--- src/rtl/core/ghsa_pkg.sv ---
`timescale 1ns / 1ps
// ----------------------------------------------------------------------------
// Generational handle slot allocator: shared definitions
// Request codes, decoded operations, status codes, the item carried between
// the front and the back end, and the back end state type.
// ----------------------------------------------------------------------------
package ghsa_pkg;

    // Field widths fixed by the handle format.
    localparam int unsigned INDEX_W = 8;
    localparam int unsigned GEN_W   = 32;
    localparam int unsigned COUNT_W = 9;

    // Request codes as they arrive on the request channel.
    localparam logic [1:0] REQ_ALLOC  = 2'd0;
    localparam logic [1:0] REQ_FREE   = 2'd1;
    localparam logic [1:0] REQ_LOOKUP = 2'd2;

    // Decoded operation.
    typedef enum logic [1:0] {
        OP_ALLOC,
        OP_FREE,
        OP_LOOKUP
    } t_op;

    // Result status codes.
    typedef enum logic [1:0] {
        ST_OK       = 2'd0,
        ST_FULL     = 2'd1,
        ST_NOT_OPEN = 2'd2,
        ST_STALE    = 2'd3
    } t_status;

    // Classified request held in the queue.
    typedef struct packed {
        t_op                op;
        logic [INDEX_W-1:0] index;
        logic [GEN_W-1:0]   generation;
    } t_item;

    // Back end sequencer states.
    typedef enum logic {
        BK_READ,
        BK_EXEC
    } t_back_state;

    // Pool occupancy reported by the back end.
    typedef struct packed {
        logic [COUNT_W-1:0] opened;
        logic [COUNT_W-1:0] region;
    } t_pool_stat;

endpackage

--- src/rtl/core/ghsa_queue.sv ---
`timescale 1ns / 1ps
// ----------------------------------------------------------------------------
// Two-entry request queue
// Decouples the front end from the back end so that each can stall alone.
// ----------------------------------------------------------------------------
module ghsa_queue (
    input  logic            i_clk,
    input  logic            i_rst_n,
    input  logic            i_push_valid,
    input  ghsa_pkg::t_item i_push_item,
    output logic            o_push_ready,
    output logic            o_head_valid,
    output ghsa_pkg::t_item o_head_item,
    input  logic            i_pop
);

    ghsa_pkg::t_item r_entry [2];
    logic            r_wr_ptr;
    logic            r_rd_ptr;
    logic [1:0]      r_count;
    logic            push;
    logic            pop;

    assign o_push_ready = (r_count != 2'd2);
    assign o_head_valid = (r_count != 2'd0);
    assign o_head_item  = r_entry[r_rd_ptr];
    assign push         = i_push_valid && o_push_ready;
    assign pop          = i_pop && o_head_valid;

    // Pointers and fill count.
    always_ff @(posedge i_clk) begin
        if (!i_rst_n) begin
            r_wr_ptr <= 1'b0;
            r_rd_ptr <= 1'b0;
            r_count  <= 2'd0;
        end else begin
            if (push) begin
                r_wr_ptr <= !r_wr_ptr;
            end
            if (pop) begin
                r_rd_ptr <= !r_rd_ptr;
            end
            if (push && !pop) begin
                r_count <= r_count + 2'd1;
            end else if (pop && !push) begin
                r_count <= r_count - 2'd1;
            end
        end
    end

    // Entry storage.
    always_ff @(posedge i_clk) begin
        if (push) begin
            r_entry[r_wr_ptr] <= i_push_item;
        end
    end

endmodule

--- config.mk ---
export PLATFORM = sky130hd
export DESIGN_NAME = ghsa_queue
export DESIGN_NICKNAME = d
export VERILOG_FILES = /design/src/rtl/core/ghsa_pkg.sv /design/src/rtl/core/ghsa_queue.sv
export SDC_FILE = /design/constraint.sdc
export NUM_CORES = 1
export LEC_CHECK = 0
export BUFFER_PORTS_ARGS = -buffer_cell sky130_fd_sc_hd__buf_4
export CAP_MARGIN = 15
export CELL_PAD_IN_SITES_DETAIL_PLACEMENT = 0
export CELL_PAD_IN_SITES_GLOBAL_PLACEMENT = 1
export CORE_ASPECT_RATIO = 0.7
export CORE_UTILIZATION = 41
export CTS_CLUSTER_DIAMETER = 150
export DETAILED_ROUTE_END_ITERATION = 12
export PLACE_DENSITY = 0.81
export SYNTH_ARGS = -nofsm -noshare
export SYNTH_HDL_FRONTEND = slang
export SYNTH_SLANG_ARGS = --single-unit
--- constraint.sdc ---
create_clock -name i_clk -period 4.45 [get_ports i_clk]
set_input_delay 0.2225 -clock i_clk [delete_from_list [all_inputs] [get_ports i_clk]]
set_output_delay 0.2225 -clock i_clk [all_outputs]
set_load 0.05 [all_outputs]
==> run metrics <==
status=finished clean; Reg clk slew, reported paths=60 ps; Synth Cell Area=0.003263 mm²; Critical-path top delay cell=dfxtp_2; R2R Setup Slk=2600 ps; maxcap violations=0; Routed WL=5284 µm; global-route wire length before repair=8321 µm; end of the worst register-to-register path=r_entry[1][0]; final cell count without fillers=353; H-tree Lvls=3; met1 WL=2297 µm; Hold Violations, Final=0; setup TNS=0 ps; deepest clock path buffer count=2; total track usage=13.77%; Synth cell types=19; number of global-route vias before repair=1,673; WL per Instance=14.97 µm; PostCTS Resize Cnt=0; Top Ports=90; pin count of the biggest net entering global routing=43; Die Area=0.008325 mm²; Data arrival, critical path=1950 ps; worst hold stages=1; CP peak stage delay=980 ps; Setup Skew=6.233 ps; Initial Util=43.61%; most common cell after layout, fill and taps aside=buf_4; Buf+Inv Stages, Crit Path=1; total gr overflow=0; fin nets=297; port buffer count=89; CP startpoint kind=register; met3 WL=440 µm; drt first pass iters=4; clock latency on the worst-skew pair=330 ps; crit share post-route=48.82%; Die Width=108.6 µm; Final setup violation count=0; post-CTS setup buffers=0; post-synthesis net count=202; crit end category=primary output; maximum achievable frequency=460.3 MHz; delay-heaviest family, CP=flip-flops; area of the multi-input gates=613.1 µm²; initial antenna violation count=0; highest routed layer=met4; clk sinks=89; hold_sp=i_push_item[16]; yosys warns=0; core area=0.007482 mm²; Vias per Instance=4.742; Filler Cell Count=580; maximum vdd ir drop=0.3557 mV; CTS Root Cell=clkbuf_16; hold-fix buffers at CTS=0; CP Cell Sequence=mux2_2, buf_4; total CTS buffers=9; Mapped Cells=155; reg2reg start=r_count[0]; Die H=76.64 µm; Area growth syn-to-layout=31.86%; Placed Instances=337; gp weighted congestion=0.6590; pwr dens=648.7 mW/mm²; register area share after synthesis=80.37%; Hold Path Class=input pin to register; CP Max Fanout=42; Slew HR=32.87%; unrepaired setup endpoints after global routing=false; number of antenna diodes=0; measured slew at the worst slew-check pin=1007 ps; R2R depth=2; met2 WL post-DR=2482 µm; via count=1,674; storage element area=0.002624 mm²; crit path kind=register to primary output; DRT iter0 DRCs=48; Hold Path End=r_entry[1][16]; drt drc=0; Final ANT Viol Nets=0; detailed-placement wirelength estimate=3320 µm; critical path data required time=4230 ps; row cnt=26; Mean Syn Cell Area=21.05 µm²; most frequent cells in the layout=89 x buf_4, 84 x edfxtp_1, 42 x mux2_2; Leak=1.599 nW; Period minus WS final=2173 ps; FF+latch count, synth=89; final-report max-slew violation count=0; share of cells above drive strength 1=59.22%; CTS tree=yes
[stage by stage]
| step | utilization [%] | hold WS, ps | worst slack, ps | instance area (µm²) | power (mW) |
|---|---|---|---|---|---|
| final | 57.51 | 73.12 | 2277 | 4303 | 2.791 |
| after global placement | 53.88 | 407.7 | 2561 | 4031 | 2.141 |
| after global routing | 57.51 | 53.21 | 2105 | 4303 | 2.918 |
| after detailed placement | 53.88 | 410.2 | 2560 | 4031 | 2.148 |
| after CTS | 57.51 | 61.96 | 2201 | 4303 | 2.823 |
| after floorplan | - | 321.4 | 2307 | 3263 | 1.861 |
[synth_stat cells]
library cell / n / share of area, %
edfxtp_1: 84 / 77
mux2_2: 42 / 14
buf_2: 5 / 0.77
dfxtp_1: 5 / 3.1
and2_1: 4 / 0.77
xnor2_1: 2 / 0.54
a21bo_2: 1 / 0.31
a21boi_0: 1 / 0.23
a21boi_1: 1 / 0.23
and3_1: 1 / 0.19
ha_1: 1 / 0.38
inv_1: 1 / 0.11
nand2b_4: 1 / 0.42
nand3b_1: 1 / 0.23
o21ai_0: 1 / 0.15
o21ai_1: 1 / 0.15
or2_2: 1 / 0.19
or3_1: 1 / 0.19
xor2_1: 1 / 0.27
[worst reg2reg max path, stage by stage (launching register included)]
cell	delay (ps)
dfxtp_1	410
nand2b_4	180
and3_2	870
[per-layer routing]
| metal | global-route usage (%) | up-vias |
|---|---|---|
| met5 | 0 | - |
| met4 | 4.865 | 0 |
| met3 | 6.074 | 7 |
| met2 | 21.77 | 68 |
| met1 | 16.67 | 805 |
| li1 | - | 794 |
[power breakdown]
group	total, mW	internal (mW)	switching (mW)
sequential	1.13	1.05	0.0824
combinational	0.985	0.352	0.633
clock	0.673	0.380	0.293
total	2.79	1.78	1.01
[flip-flops by register name (all words and copies together) (netlist names), named ones only]
signal,flops
r_entry,84
r_rd_ptr,1
r_wr_ptr,1
r_count,2
[kinds of logic (layout without fill, tap and decap cells)]
logic type | count (synthesis) | count (layout) | synth area share (%)
flops | 89 | 89 | 80.37
xor+xnor | 3 | 3 | 0.8054
buf+inv | 6 | 106 | 0.8817
simple gates | 9 | 9 | 1.994
mux | 42 | 42 | 14.49
fa+ha+maj | 1 | 1 | 0.3834
compound gates | 5 | 5 | 1.074
[how the worst max path moves through the flow]
stage / from / end / slack [ps] / cells after the start
6_report: register / o_head_item[10] / 2280 / 2
2_1_floorplan: r_count[0] / r_entry[1][0] / 2310 / 2
5_1_grt: register / o_head_item[1] / 2100 / 2
3_3_place_gp: r_count[0] / r_entry[1][0] / 2560 / 2
4_1_cts: register / o_head_item[12] / 2200 / 2
3_5_place_dp: register / o_head_item[12] / 2560 / 2
[final cells by class]
class / instances / share of cell area [%]
clock buffers: 10 / 5.321
clock inverters: 6 / 0.9887
inverters: 1 / 0.08723
multi-input cells: 60 / 14.25
flip-flops and latches: 89 / 60.98
well taps: 98 / 2.850
repair buffers: 89 / 15.53
(Power assumes the default switching activity.)
