===== config.mk =====
export PLATFORM = sky130hd
export DESIGN_NAME = ghsa_front_flat
export DESIGN_NICKNAME = d
export VERILOG_FILES = /design/src/rtl/core/ghsa_pkg.sv /design/src/rtl/core/ghsa_req_if.sv /design/src/rtl/core/ghsa_front.sv /design/src/flat_wrapper.sv
export SDC_FILE = /design/constraint.sdc
export NUM_CORES = 1
export LEC_CHECK = 0
export ABC_AREA = 1
export BUFFER_PORTS_ARGS = -buffer_cell sky130_fd_sc_hd__buf_2
export CAP_MARGIN = 20
export CORE_MARGIN = 2
export CORE_UTILIZATION = 40
export DETAILED_ROUTE_END_ITERATION = 7
export GPL_TIMING_DRIVEN = 1
export PLACE_DENSITY = 0.78
export SETUP_SLACK_MARGIN = 0.02
export SYNTH_ARGS = -nofsm -noshare
export SYNTH_HDL_FRONTEND = slang
export SYNTH_SLANG_ARGS = --single-unit

===== constraint.sdc =====
create_clock -name i_clk -period 3.8 [get_ports i_clk]
set_input_delay 0.57 -clock i_clk [delete_from_list [all_inputs] [get_ports i_clk]]
set_output_delay 0.57 -clock i_clk [all_outputs]
set_load 0.05 [all_outputs]

===== src/rtl/core/ghsa_pkg.sv =====
`timescale 1ns / 1ps
// ----------------------------------------------------------------------------
// Generational handle slot allocator: shared definitions
// Request codes, decoded operations, status codes, the item carried between
// the front and the back end, and the back end state type.
// ----------------------------------------------------------------------------
package ghsa_pkg;

    // Field widths fixed by the handle format.
    localparam int unsigned INDEX_W = 8;
    localparam int unsigned GEN_W   = 32;
    localparam int unsigned COUNT_W = 9;

    // Request codes as they arrive on the request channel.
    localparam logic [1:0] REQ_ALLOC  = 2'd0;
    localparam logic [1:0] REQ_FREE   = 2'd1;
    localparam logic [1:0] REQ_LOOKUP = 2'd2;

    // Decoded operation.
    typedef enum logic [1:0] {
        OP_ALLOC,
        OP_FREE,
        OP_LOOKUP
    } t_op;

    // Result status codes.
    typedef enum logic [1:0] {
        ST_OK       = 2'd0,
        ST_FULL     = 2'd1,
        ST_NOT_OPEN = 2'd2,
        ST_STALE    = 2'd3
    } t_status;

    // Classified request held in the queue.
    typedef struct packed {
        t_op                op;
        logic [INDEX_W-1:0] index;
        logic [GEN_W-1:0]   generation;
    } t_item;

    // Back end sequencer states.
    typedef enum logic {
        BK_READ,
        BK_EXEC
    } t_back_state;

    // Pool occupancy reported by the back end.
    typedef struct packed {
        logic [COUNT_W-1:0] opened;
        logic [COUNT_W-1:0] region;
    } t_pool_stat;

endpackage


===== src/rtl/core/ghsa_req_if.sv =====
`timescale 1ns / 1ps
// ----------------------------------------------------------------------------
// Request channel interface
// Valid/ready channel carrying one allocator request per transfer.
// ----------------------------------------------------------------------------
interface ghsa_req_if;
    logic        valid;
    logic        ready;
    logic [1:0]  req_type;
    logic [7:0]  in_index;
    logic [31:0] in_generation;

    modport source (output valid, output req_type, output in_index,
                    output in_generation, input ready);
    modport sink   (input valid, input req_type, input in_index,
                    input in_generation, output ready);
endinterface


===== src/rtl/core/ghsa_front.sv =====
`timescale 1ns / 1ps
// ----------------------------------------------------------------------------
// Allocator front end
// Accepts requests, decodes the request code into an operation and holds the
// classified item in a register until the queue takes it.
// ----------------------------------------------------------------------------
module ghsa_front (
    input  logic            i_clk,
    input  logic            i_rst_n,
    ghsa_req_if.sink        i_req,
    output logic            o_q_valid,
    output ghsa_pkg::t_item o_q_item,
    input  logic            i_q_ready
);

    logic            r_valid;
    ghsa_pkg::t_item r_item;
    ghsa_pkg::t_op   dec_op;

    // The register may be refilled in the cycle its contents move on.
    assign i_req.ready = !r_valid || i_q_ready;

    // Decode the request code; the unused code behaves as a lookup.
    always_comb begin
        unique case (i_req.req_type)
            ghsa_pkg::REQ_ALLOC: dec_op = ghsa_pkg::OP_ALLOC;
            ghsa_pkg::REQ_FREE:  dec_op = ghsa_pkg::OP_FREE;
            default:             dec_op = ghsa_pkg::OP_LOOKUP;
        endcase
    end

    // Valid flag of the holding register.
    always_ff @(posedge i_clk) begin
        if (!i_rst_n) begin
            r_valid <= 1'b0;
        end else if (i_req.ready) begin
            r_valid <= i_req.valid;
        end
    end

    // Payload of the holding register.
    always_ff @(posedge i_clk) begin
        if (i_req.valid && i_req.ready) begin
            r_item.op         <= dec_op;
            r_item.index      <= i_req.in_index;
            r_item.generation <= i_req.in_generation;
        end
    end

    assign o_q_valid = r_valid;
    assign o_q_item  = r_item;

endmodule


===== src/flat_wrapper.sv =====
// flat-port wrapper written by rule: the top's interface ports become plain ports
module ghsa_front_flat 
  (i_clk, i_rst_n, o_q_valid, o_q_item, i_q_ready, i_req_valid, i_req_req_type, i_req_in_index, i_req_in_generation, i_req_ready);
  ghsa_req_if i_req_i ();
  input  logic i_clk;
  input  logic i_rst_n;
  output logic o_q_valid;
  output ghsa_pkg::t_item o_q_item;
  input  logic i_q_ready;
  input wire logic [$bits(i_req_i.valid)-1:0] i_req_valid;
  input wire logic [$bits(i_req_i.req_type)-1:0] i_req_req_type;
  input wire logic [$bits(i_req_i.in_index)-1:0] i_req_in_index;
  input wire logic [$bits(i_req_i.in_generation)-1:0] i_req_in_generation;
  output wire logic [$bits(i_req_i.ready)-1:0] i_req_ready;
  assign i_req_i.valid = i_req_valid;
  assign i_req_i.req_type = i_req_req_type;
  assign i_req_i.in_index = i_req_in_index;
  assign i_req_i.in_generation = i_req_in_generation;
  assign i_req_ready = i_req_i.ready;
  ghsa_front u_core (.i_clk(i_clk), .i_rst_n(i_rst_n), .i_req(i_req_i), .o_q_valid(o_q_valid), .o_q_item(o_q_item), .i_q_ready(i_q_ready));
endmodule

==> impl_metrics.yaml <==
sta:
  max_slew.worst_pin.slew_ns: 0.431
  setup_ws_ns: 2.16
  timing.final.crit_share: 0.432
  skew_ns: 0.00372
  slew_viol_final: 0
  max_freq_ghz: 0.609
  setup-violations-final: 0
  tns_ns: 0
  finalCriticalPeriod_ns: 1.64
  hold_viol_final: 0
  slew_headroom: 0.712
  rsz0062_at_grt: "false"
floorplan:
  dieArea_um2: 3790
  rows: 20
  start_util: 0.427
  fp.dieW_um: 61.5
  boundaryPins: 90
  fp.dieH_um: 61.5
  core_area_um2: 3100
clock_tree:
  cts_resized: 0
  cts_tree: "yes"
  clk_latency_ns: 0.35
  htreeDepth: 2
  holdBufCountCts: 0
  clockBufferDepth: 2
  numCtsBuffers: 5
  post_cts.repair.setup_buffers: 0
  path_clk_slew_ns: 0.11
  clkSinkCount: 43
  clk_root_buffer_cell: "clkbuf_4"
placement:
  place_inst: 184
  placed_cell_area_um2: 1830
  place_congestion: 0.613
  place_hpwl_um: 2040
  portBuffers: 89
  pre_cts_ws_ns: 1.74
yosys:
  yosysTopAreaCell: "edfxtp_1"
  syn-num-nets: 98
  synth_warnings: 0
  ys_seq_elements: 43
  synth_cell_types: 9
  synthTopCellsByArea: "edfxtp_1 (95%), dfxtp_1 (1.5%), inv_1 (0.85%)"
  syn_inst: 52
  avgSynthCellArea_um2: 25.5
  synth_top_cell_area_share: 0.953
  syn-cell-area_um2: 1320
  ys_seq_area_frac: 0.968
job:
  max-cap-violations: 0
setup_path:
  path_cells: "buf_2"
  cpLargestDelayFamily: "flip-flops"
  crit_buf_inv: 1
  max_stage_delay_ns: 0.43
  crit_slowest_cell: "dfxtp_1"
  crit_arrival_ns: 1.07
  crit_required_ns: 3.23
  cp-start-kind: "register"
  critical_path_class: "reg -> out"
  critPathCaptureType: "output pin"
  cp_max_fo: 3
routing:
  detail-route-antenna-nets: 0
  num_vias: 835
  wirelength_um: 2640
  via_per_inst: 4.33
  routedWlPerCell_um: 13.7
  remaining_drc_errors: 0
  drt-initial-drc-count: 36
  drt_first_pass_iters: 4
layout:
  fill_cells: 242
  drive_above_1_share: 0.678
  final_area_um2: 1950
  final_cell_mix: "buf_2 (89), edfxtp_1 (42), clkbuf_4 (5), inv_1 (3), bufinv_16 (2)"
  final_common_cell: "buf_2"
  seqCellArea_um2: 1280
  fin_cells: 193
  final_nets: 194
  antennaDiodeCount: 0
  multiInputGateArea_um2: 35.0
  areaGrowthSynthToFinish_pct: 47.5
min_path:
  hp-class: "in -> reg"
global_routing:
  grt_max_degree: 43
  grtUsageTotal: 0.142
  antenna_found_initial: 0
  grt-ovfl-total: 0
  grt_pass1_wl_um: 3430
  grt_pass1_vias: 736
power:
  vdd_drop_max_mv: 0.232
  p_leak_uw: 0.000856
  p_total_uw: 1060
  power_density_nw_per_um2: 543
run_status:
  status: "complete, no violations"
==> flip-flops by register name, indices dropped and copies added (netlist names) <==
name,count
u_core.o_q_item,42
u_core.o_q_valid,1
==> cell families after synthesis <==
| family | count (synthesis) | synth area share |
|---|---|---|
| buffers and inverters | 5 | 0.0142 |
| flip-flops | 43 | 0.968 |
| AO/OA/AOI/OAI | 2 | 0.0104 |
| AND/OR/NAND/NOR | 2 | 0.00756 |
==> worst paths after layout <==
kind | start | endpoint | slack, ns | cells after the start
max | u_core.o_q_valid$_SDFFE_PN0P_ | o_q_valid | 2.16 | 1
min | i_req_in_generation[7] | u_core.o_q_item[7]$_DFFE_PP_ | 0.39 | 1
max reg2reg | u_core.o_q_valid$_SDFFE_PN0P_ | u_core.o_q_item[6]$_DFFE_PP_ | 2.47 | 2
min reg2reg | u_core.o_q_valid$_SDFFE_PN0P_ | u_core.o_q_valid$_SDFFE_PN0P_ | 0.54 | 2
==> routing by layer <==
layer | track usage | wire [um] | vias up
li1 | - | - | 389
met1 | 0.124 | 812 | 387
met2 | 0.250 | 1420 | 55
met3 | 0.0735 | 363 | 4
met4 | 0.0912 | 39 | 0
met5 | 0 | 0 | -
==> Yosys cell counts <==
master    instances
dfxtp_1           1
inv_1             3
inv_2             1
a21oi_1           1
clkbuf_1          1
edfxtp_1         42
nand2_2           1
nor2_1            1
a21oi_2           1
==> per-stage QoR <==
stage | hold WS (ns) | util
after floorplan | 0.669 | -
after global placement | 0.505 | 0.590
after detailed placement | 0.531 | 0.590
after CTS | 0.375 | 0.623
after global routing | 0.364 | 0.629
final | 0.389 | 0.629
==> layout make-up <==
type	instances	area share
Clock buffer	6	0.0211
Timing Repair Buffer	90	0.238
Inverter	4	0.00769
Clock inverter	2	0.0307
Multi-Input combinational cell	4	0.0179
Tap cell	44	0.0282
Sequential cell	43	0.656
==> report_power, final <==
group          switching [uW]  internal, uW  total (uW)  leakage [uW]
registers                7.18           553         560      0.000415
clock network             133           205         339     0.0000525
logic                     124          37.9         162      0.000388
total                     265           796        1060      0.000856
(Power assumes the default switching activity.)
